### src/design/assert_macros.svh
// Assertion macros used by the dictionary core datapath
`ifndef ASSERT_MACROS_SVH
`define ASSERT_MACROS_SVH

// check a property on every clock edge outside reset
`define ASSERT_CLK(label, prop, msg) \
    label: assert property (@(posedge clk) disable iff (!rst_n) (prop)) else $error(msg);

// check that a condition never holds outside reset
`define ASSERT_NEVER(label, cond, msg) \
    label: assert property (@(posedge clk) disable iff (!rst_n) !(cond)) else $error(msg);

`endif

### src/design/sdict_pkg.sv
// Shared constants and types for the schema dictionary core
`timescale 1ns / 1ps

package sdict_pkg;

    localparam int MAX_ENTRIES = 256;
    localparam int IDX_W       = (MAX_ENTRIES > 1) ? $clog2(MAX_ENTRIES) : 1;
    localparam int CNT_W       = $clog2(MAX_ENTRIES + 1);
    localparam int HDR_BYTES   = 12;
    localparam int ENT_BYTES   = 10;
    localparam int SLOT_W      = $clog2(ENT_BYTES);
    localparam int BCNT_W      = 20;
    localparam int EIDX_W      = 17;
    localparam int KEY_W       = 24;
    localparam int LINK_W      = 56;

    localparam logic MODE_BLOB   = 1'b0;
    localparam logic MODE_LOOKUP = 1'b1;

    localparam logic KIND_LOAD   = 1'b0;
    localparam logic KIND_LOOKUP = 1'b1;

    localparam logic [1:0] LS_OK        = 2'd0;
    localparam logic [1:0] LS_SHORT     = 2'd1;
    localparam logic [1:0] LS_TRUNCATED = 2'd2;
    localparam logic [1:0] LS_CAPACITY  = 2'd3;

    typedef struct packed {
        logic take_byte;
        logic look_start;
        logic read_next;
        logic emit_load;
        logic emit_hit;
        logic emit_miss;
    } cmd_t;

    typedef struct packed {
        logic range_empty;
        logic hit;
        logic more;
    } sts_t;

endpackage

### src/design/sdict_ctrl.sv
// Controller state machine for the schema dictionary core
`timescale 1ns / 1ps

module sdict_ctrl (
    input  logic             clk,
    input  logic             rst_n,
    input  logic             start,
    input  logic             mode,
    input  logic             last_byte,
    input  sdict_pkg::sts_t  sts,
    output sdict_pkg::cmd_t  cmd,
    output logic             busy
);

    localparam logic ST_IDLE = 1'b0;
    localparam logic ST_SCAN = 1'b1;

    logic state_reg;
    logic state_next;
    logic accept;

    assign accept = start && (state_reg == ST_IDLE);
    assign busy   = (state_reg == ST_SCAN);

    always_comb
    begin
        state_next = state_reg;
        cmd        = '0;
        unique case (state_reg)
            ST_IDLE:
            begin
                if (accept)
                begin
                    if (mode == sdict_pkg::MODE_BLOB)
                    begin
                        cmd.take_byte = 1'b1;
                        cmd.emit_load = last_byte;
                    end
                    else if (sts.range_empty)
                    begin
                        cmd.emit_miss = 1'b1;
                    end
                    else
                    begin
                        cmd.look_start = 1'b1;
                        state_next     = ST_SCAN;
                    end
                end
            end
            ST_SCAN:
            begin
                if (sts.hit)
                begin
                    cmd.emit_hit = 1'b1;
                    state_next   = ST_IDLE;
                end
                else if (sts.more)
                begin
                    cmd.read_next = 1'b1;
                end
                else
                begin
                    cmd.emit_miss = 1'b1;
                    state_next    = ST_IDLE;
                end
            end
            default:
            begin
                state_next = ST_IDLE;
            end
        endcase
    end

    always_ff @(posedge clk or negedge rst_n)
    begin
        if (!rst_n)
        begin
            state_reg <= ST_IDLE;
        end
        else
        begin
            state_reg <= state_next;
        end
    end

endmodule

### config.mk
export PLATFORM = sky130hd
export DESIGN_NAME = sdict_ctrl
export DESIGN_NICKNAME = d
export VERILOG_FILES = /design/src/design/assert_macros.svh /design/src/design/sdict_pkg.sv /design/src/design/sdict_ctrl.sv
export SDC_FILE = /design/constraint.sdc
export NUM_CORES = 1
export LEC_CHECK = 0
export CORE_AREA = 2 2 39 41
export DETAILED_ROUTE_END_ITERATION = 12
export DIE_AREA = 0 0 41 43
export DONT_BUFFER_PORTS = 1
export GPL_ROUTABILITY_DRIVEN = 0
export GPL_TIMING_DRIVEN = 0
export HOLD_SLACK_MARGIN = 0.03
export PLACE_DENSITY = 0.3
export SETUP_SLACK_MARGIN = 0.2
export SLEW_MARGIN = 10
export SYNTH_ARGS = -nofsm -noshare
export SYNTH_HDL_FRONTEND = slang
export SYNTH_SLANG_ARGS = --single-unit
### constraint.sdc
create_clock -name clk -period 1.5 [get_ports clk]
set_input_delay 0 -clock clk [delete_from_list [all_inputs] [get_ports clk]]
set_output_delay 0 -clock clk [all_outputs]
set_load 0.1 [all_outputs]
# After elaboration in Yosys (flattened, before gate mapping)
# Cells that the tools add are included.
[totals]
register_bits = 1
out_inout_bits = 7
wordCells = 24
[op_classes]
n_mux = 21
bitwise_logic = 1
reduce_logical = 1
[ops]
columns = ["operator", "n"]
rows = [
  ["$mux 1", 17],
  ["$mux 2", 2],
  ["$pmux 1 s2", 2],
  ["$logic_and 1x1->1", 1],
  ["$not 1->1", 1],
]

# Longest topological paths before layout
# Gate-level depths: netlist of the first run.
[depth]
depth_word = 4
depth_mapped = 2
ltp_nobuf = 2

# Worst setup path after synthesis of the first run
# Ideal clock, no wire load.
[synth_timing]
path_type = "register -> output"
start = "reg state_reg (netlist: busy)"
end = "out cmd[2] (netlist name)"
arrival_time_ns = 3.069
required_ns = 1.500
slack_ns = -1.569
path_stages_with_launch = 3
n_path_buf = 0
path_cell_list = "dfrtp_1 > nor3b_2 > and2_1"
[synth_rtl]
columns = ["item", "line_no", "rtl"]
rows = [
  ["start, declared", "sdict_ctrl.sv:18", "logic state_reg;"],
  ["start signal, assigned", "sdict_ctrl.sv:82", "state_reg <= state_next;"],
  ["end, declared", "sdict_ctrl.sv:11", "output sdict_pkg::cmd_t cmd,"],
]

==> impl_metrics.toml, run 1 <==
[detailed_routing]
ant_nets = 0
vias = 99
drc = 0
totalWireLength_um = 296
avgViaCountPerCell = 3.54
drt-initial-drc-count = 0
wire_per_inst_um = 10.6
drtPass1Iterations = 1

[yosys]
synth_cell_types = 11
synth_nets = 19
synth_area_um2 = 96.3
synth_cells = 11
synthTopCellsByArea = "dfrtp_1 26%, and4bb_1 13%, nor3b_2 13%"
ys_seq_area_share_pct = 26.0
synth_edf_count = 0
avgSynthCellArea_um2 = 8.76
netlist.area_leader.share_pct = 26.0
yosys_warnings = 0
ys_async_sr_fraction_pct = 100
synth_seq_cells = 1
synth_top_area_cell = "dfrtp_1"
synth_ff_type = "dfrtp_1"

[min_path]
hold_path_class = "in2out"

[sta]
hold_viol = 0
skew_ps = 0
tightest_slew_ps = 1110
setup_ws_ps = -527
min_period_ps = 2030
period_share_pct = 135
clock.fmax_mhz = 493
worst_hold_slack_ps = 104
final-max-slew-violation-count = 0
rsz0062_at_grt = "true"
max_slew_margin_pct = 26.5
finalSetupViolations = 4

[finish]
multi_input_area_um2 = 109
largest_reg_flops = 1
drive_above_1_share_pct = 66.7
final_area_um2 = 168
diodes = 0
area_delta_synth_final_pct = 74.0
final_util_pct = 12.1
final_nets = 22
stdcell_count = 28
fillCellCount = 155
seqCellArea_um2 = 28.8

[critical_path]
arrival_ps = 2030
critPathTopFamily = "simple AND/OR/NAND/NOR gates"
crit_type = "reg2out"
crit_fanout = 7
cp-start-kind = "flip-flop"
crit_chain = "nor3b_4 > and2_4"
crit_buf_inv = 0
critPathSlowestCell = "nor3b_4"
cp_slowest_stage_delay_ps = 920
critical_path_required_ps = 1500
endpoint_kind = "output port"

[global_routing]
grt_overflow_total = 0
grt_max_degree = 8
grt_pass1_wl_um = 345
grt_pass1_vias = 96
track_usage_pct = 2.80
antenna_found_initial = 0

[place]
placed_area_um2 = 146
place_ws_ps = -557
port-buffer-count = 0
dp_hpwl_um = 262
placedCellCount = 27

[power]
irDropWorstVdd_uv = 191
powerDensity_nw_per_um2 = 713
leakagePower_nw = 0.0497

[clocking]
clkTransAtPathRegs_ps = 0
insertion_delay_ps = 0
postCtsSetupBuffers = 0

[die]
start_util_pct = 6.96
die_h_um = 43
die-area_um2 = 1760
num_rows = 14
die_w_um = 41
core_um2 = 1380
design.portCount = 15

[run_status]
violations = "negative setup slack"
status = "finished with violations"

[job]
max_cap_viol_count = 0
==> worst register-to-register path, stage by stage, from the launching register on <==
cell	delay [ps]
dfrtp_4	620
and4bb_4	660
o21bai_4	200
==> logic make-up after synthesis <==
family / Yosys count / synth area share [%]
flops: 1 / 26.0
compound gates: 2 / 14.3
simple gates: 8 / 59.7
==> power breakdown <==
part | switching (mW) | internal (mW)
clock network | 0 | 0
registers | 0.0157 | 0.0300
logic | 0.0586 | 0.0152
==> metal layers <==
layer  global-route usage, %  share of wire [%]  vias up
met5                       0                  0        -
met4                       0                  0        0
met3                    2.09                 36        0
met2                    5.00                 32       17
met1                    2.55                 31       40
li1                        -                  -       42
==> per-stage QoR <==
stage | TNS (ps) | power, mW
floorplan | -616 | 0.112
global placement | -729 | 0.115
detailed placement | -774 | 0.116
CTS | -807 | 0.120
global route | -882 | 0.122
finish | -747 | 0.119
==> what timing repair did <==
action	CTS	global route
setup endpoints to repair	5	5
gates resized for setup	1	0
hold buffers	1	0
pin swaps	3	1
hold endpoints to repair	1	0
==> cell usage in the layout (no fill, tap or decap) <==
cell           netlist  layout
o22ai_2              0       1
and2_4               0       1
o21bai_4             0       1
and2_2               1       1
nand3_1              1       1
and4bb_4             0       1
dlygate4sd3_1        0       1
nand2b_1             1       1
nor3b_4              0       1
nand2_1              1       1
dfrtp_4              0       1
nor2_4               0       1
==> path summary, 6_finish.rpt <==
check,slack (ps),to,startpoint,cells after the start
max,-530,cmd[2],busy$_DFF_PN0_,2
min,100,cmd[3],sts[1],1
max reg2reg,-60,busy$_DFF_PN0_,busy$_DFF_PN0_,2
min reg2reg,980,busy$_DFF_PN0_,busy$_DFF_PN0_,2
max in group asynchronous,1170,busy$_DFF_PN0_,rst_n,1
min in group asynchronous,220,busy$_DFF_PN0_,rst_n,1
==> cell type report <==
class / instances / share of cell area [%]
multi-input cells: 10 / 64.9
flip-flops and latches: 1 / 17.2
well taps: 16 / 11.9
repair buffers: 1 / 5.97
(Power assumes the default switching activity.)
==> run 2, diff against run 1 <==
CTS_CLUSTER_SIZE = 25   (was not set)
clock period = 1.85 ns   (was 1.5 ns; I/O delays follow)
==> run 2 against run 1 <==
Against the previous run: the flow still finishes with violations (negative setup slack); combinational power is 22% lower; sequential cell count unchanged; global-route usage decreased by 0.80 points; routed wire length shrank 13%; die area unchanged.
==> impl_metrics.toml, run 2 (synthesized netlist as in run 1, its figures left out) <==
[critical_path]
r2r_setup_slack_ps = 130
reg2reg_depth = 2
arrival_ps = 2030
r2r-start = "busy$_DFF_PN0_"
crit_type = "reg2out"
critPathSlowestCell = "nor3b_4"
crit_chain = "nor3b_4 > and2_4"
cp-start-kind = "flip-flop"
crit_fanout = 7
cp-startpoint = "busy$_DFF_PN0_"
critical_path_required_ps = 1850
endpoint_kind = "output port"
cp_slowest_stage_delay_ps = 920

[finish]
final_area_um2 = 153
diodes = 0
fillCellCount = 158
final_nets = 22
drive_above_1_share_pct = 58.3
area_delta_synth_final_pct = 58.4
largest_reg_flops = 1

[place]
place_ws_ps = -213
port-buffer-count = 0
dp_hpwl_um = 234
placed_area_um2 = 138

[sta]
setup_ws_ps = -182
finalSetupViolations = 1
final-max-slew-violation-count = 0
min_period_ps = 2030
tns_ps = -182
hold_viol = 0
clock.fmax_mhz = 492
skew_ps = 0
period_share_pct = 110
worst_hold_slack_ps = 104
rsz0062_at_grt = "true"
max_slew_margin_pct = 26.8
tightest_slew_ps = 1100

[die]
start_util_pct = 6.96
die_h_um = 43
num_rows = 14
die-area_um2 = 1760
core_um2 = 1380
design.portCount = 15
die_w_um = 41

[detailed_routing]
ant_nets = 0
drt-initial-drc-count = 0
avgViaCountPerCell = 3.57
totalWireLength_um = 259
vias = 100
drc = 0
wire_per_inst_um = 9.25
drtPass1Iterations = 1

[global_routing]
grt_pass1_wl_um = 255
track_usage_pct = 2.00
grt_overflow_total = 0
grt_max_degree = 8
grt_pass1_vias = 90
antenna_found_initial = 0

[clocking]
insertion_delay_ps = 0
clkTransAtPathRegs_ps = 0

[power]
powerDensity_nw_per_um2 = 618
irDropWorstVdd_uv = 162
leakagePower_nw = 0.0444

[run_status]
status = "finished with violations"
violations = "negative setup slack"

[min_path]
hold_path_class = "in2out"
hold_start = "sts[1]"
whs_path_depth = 1

[job]
max_cap_viol_count = 0
## run 2: cell count changes in the layout (fill, tap and decap cells not counted)
cell | previous run | this run
and4bb_2 | 0 | 1
and4bb_4 | 1 | 0
o21bai_1 | 0 | 1
o21bai_4 | 1 | 0
## run 2: layout make-up
type	count	area, um2	share of cell area, %
Multi-Input combinational cell	10	93.8	61.5
Timing Repair Buffer	1	10.0	6.56
Tap cell	16	20.0	13.1
Sequential cell	1	28.8	18.9
## run 2: metrics by stage
stage / power [mW] / instances / util (%)
global route: 0.0966 / 28 / 11.0
global placement: 0.0920 / 27 / 9.95
finish: 0.0943 / 28 / 11.0
CTS: 0.0939 / 28 / 10.7
detailed placement: 0.0923 / 27 / 9.95
floorplan: 0.0898 / 11 / -
## run 2: where the power goes
part / internal, mW / leakage (nW) / total (mW) / switching [mW]
sequential: 0.0244 / 0.0117 / 0.0371 / 0.0128
clock: 0 / 0 / 0 / 0
combinational: 0.0101 / 0.0327 / 0.0572 / 0.0471
total: 0.0344 / 0.0444 / 0.0943 / 0.0599
## run 2: critical path, delay by kind of cell (launching register included)
| family | cells | cell delay [ps] |
|---|---|---|
| DFF | 1 | 620 |
| and+or+nand+nor | 2 | 1400 |
## run 2: path summary, 6_finish.rpt
kind                                       end
worst max-delay path                    cmd[2]
worst min-delay path                    cmd[3]
worst max register to register  busy$_DFF_PN0_
worst min register to register  busy$_DFF_PN0_
max in group asynchronous       busy$_DFF_PN0_
min in group asynchronous       busy$_DFF_PN0_
## run 2: what timing repair did
item | 4_1_cts | 5_1_grt
setup buffers | 0 | 0
gates resized for setup | 0 | 1
hold buffers | 1 | 0
pin swaps | 2 | 1
setup endpoints to repair | 2 | 4
endpoints found under the hold margin | 1 | 0
## run 2: layer usage
layer	up-vias	global-route usage (%)	wire length [um]
li1	43	-	-
met1	41	1.59	103
met3	0	0	61
met4	0	0	0
met2	16	4.69	94
met5	-	0	0
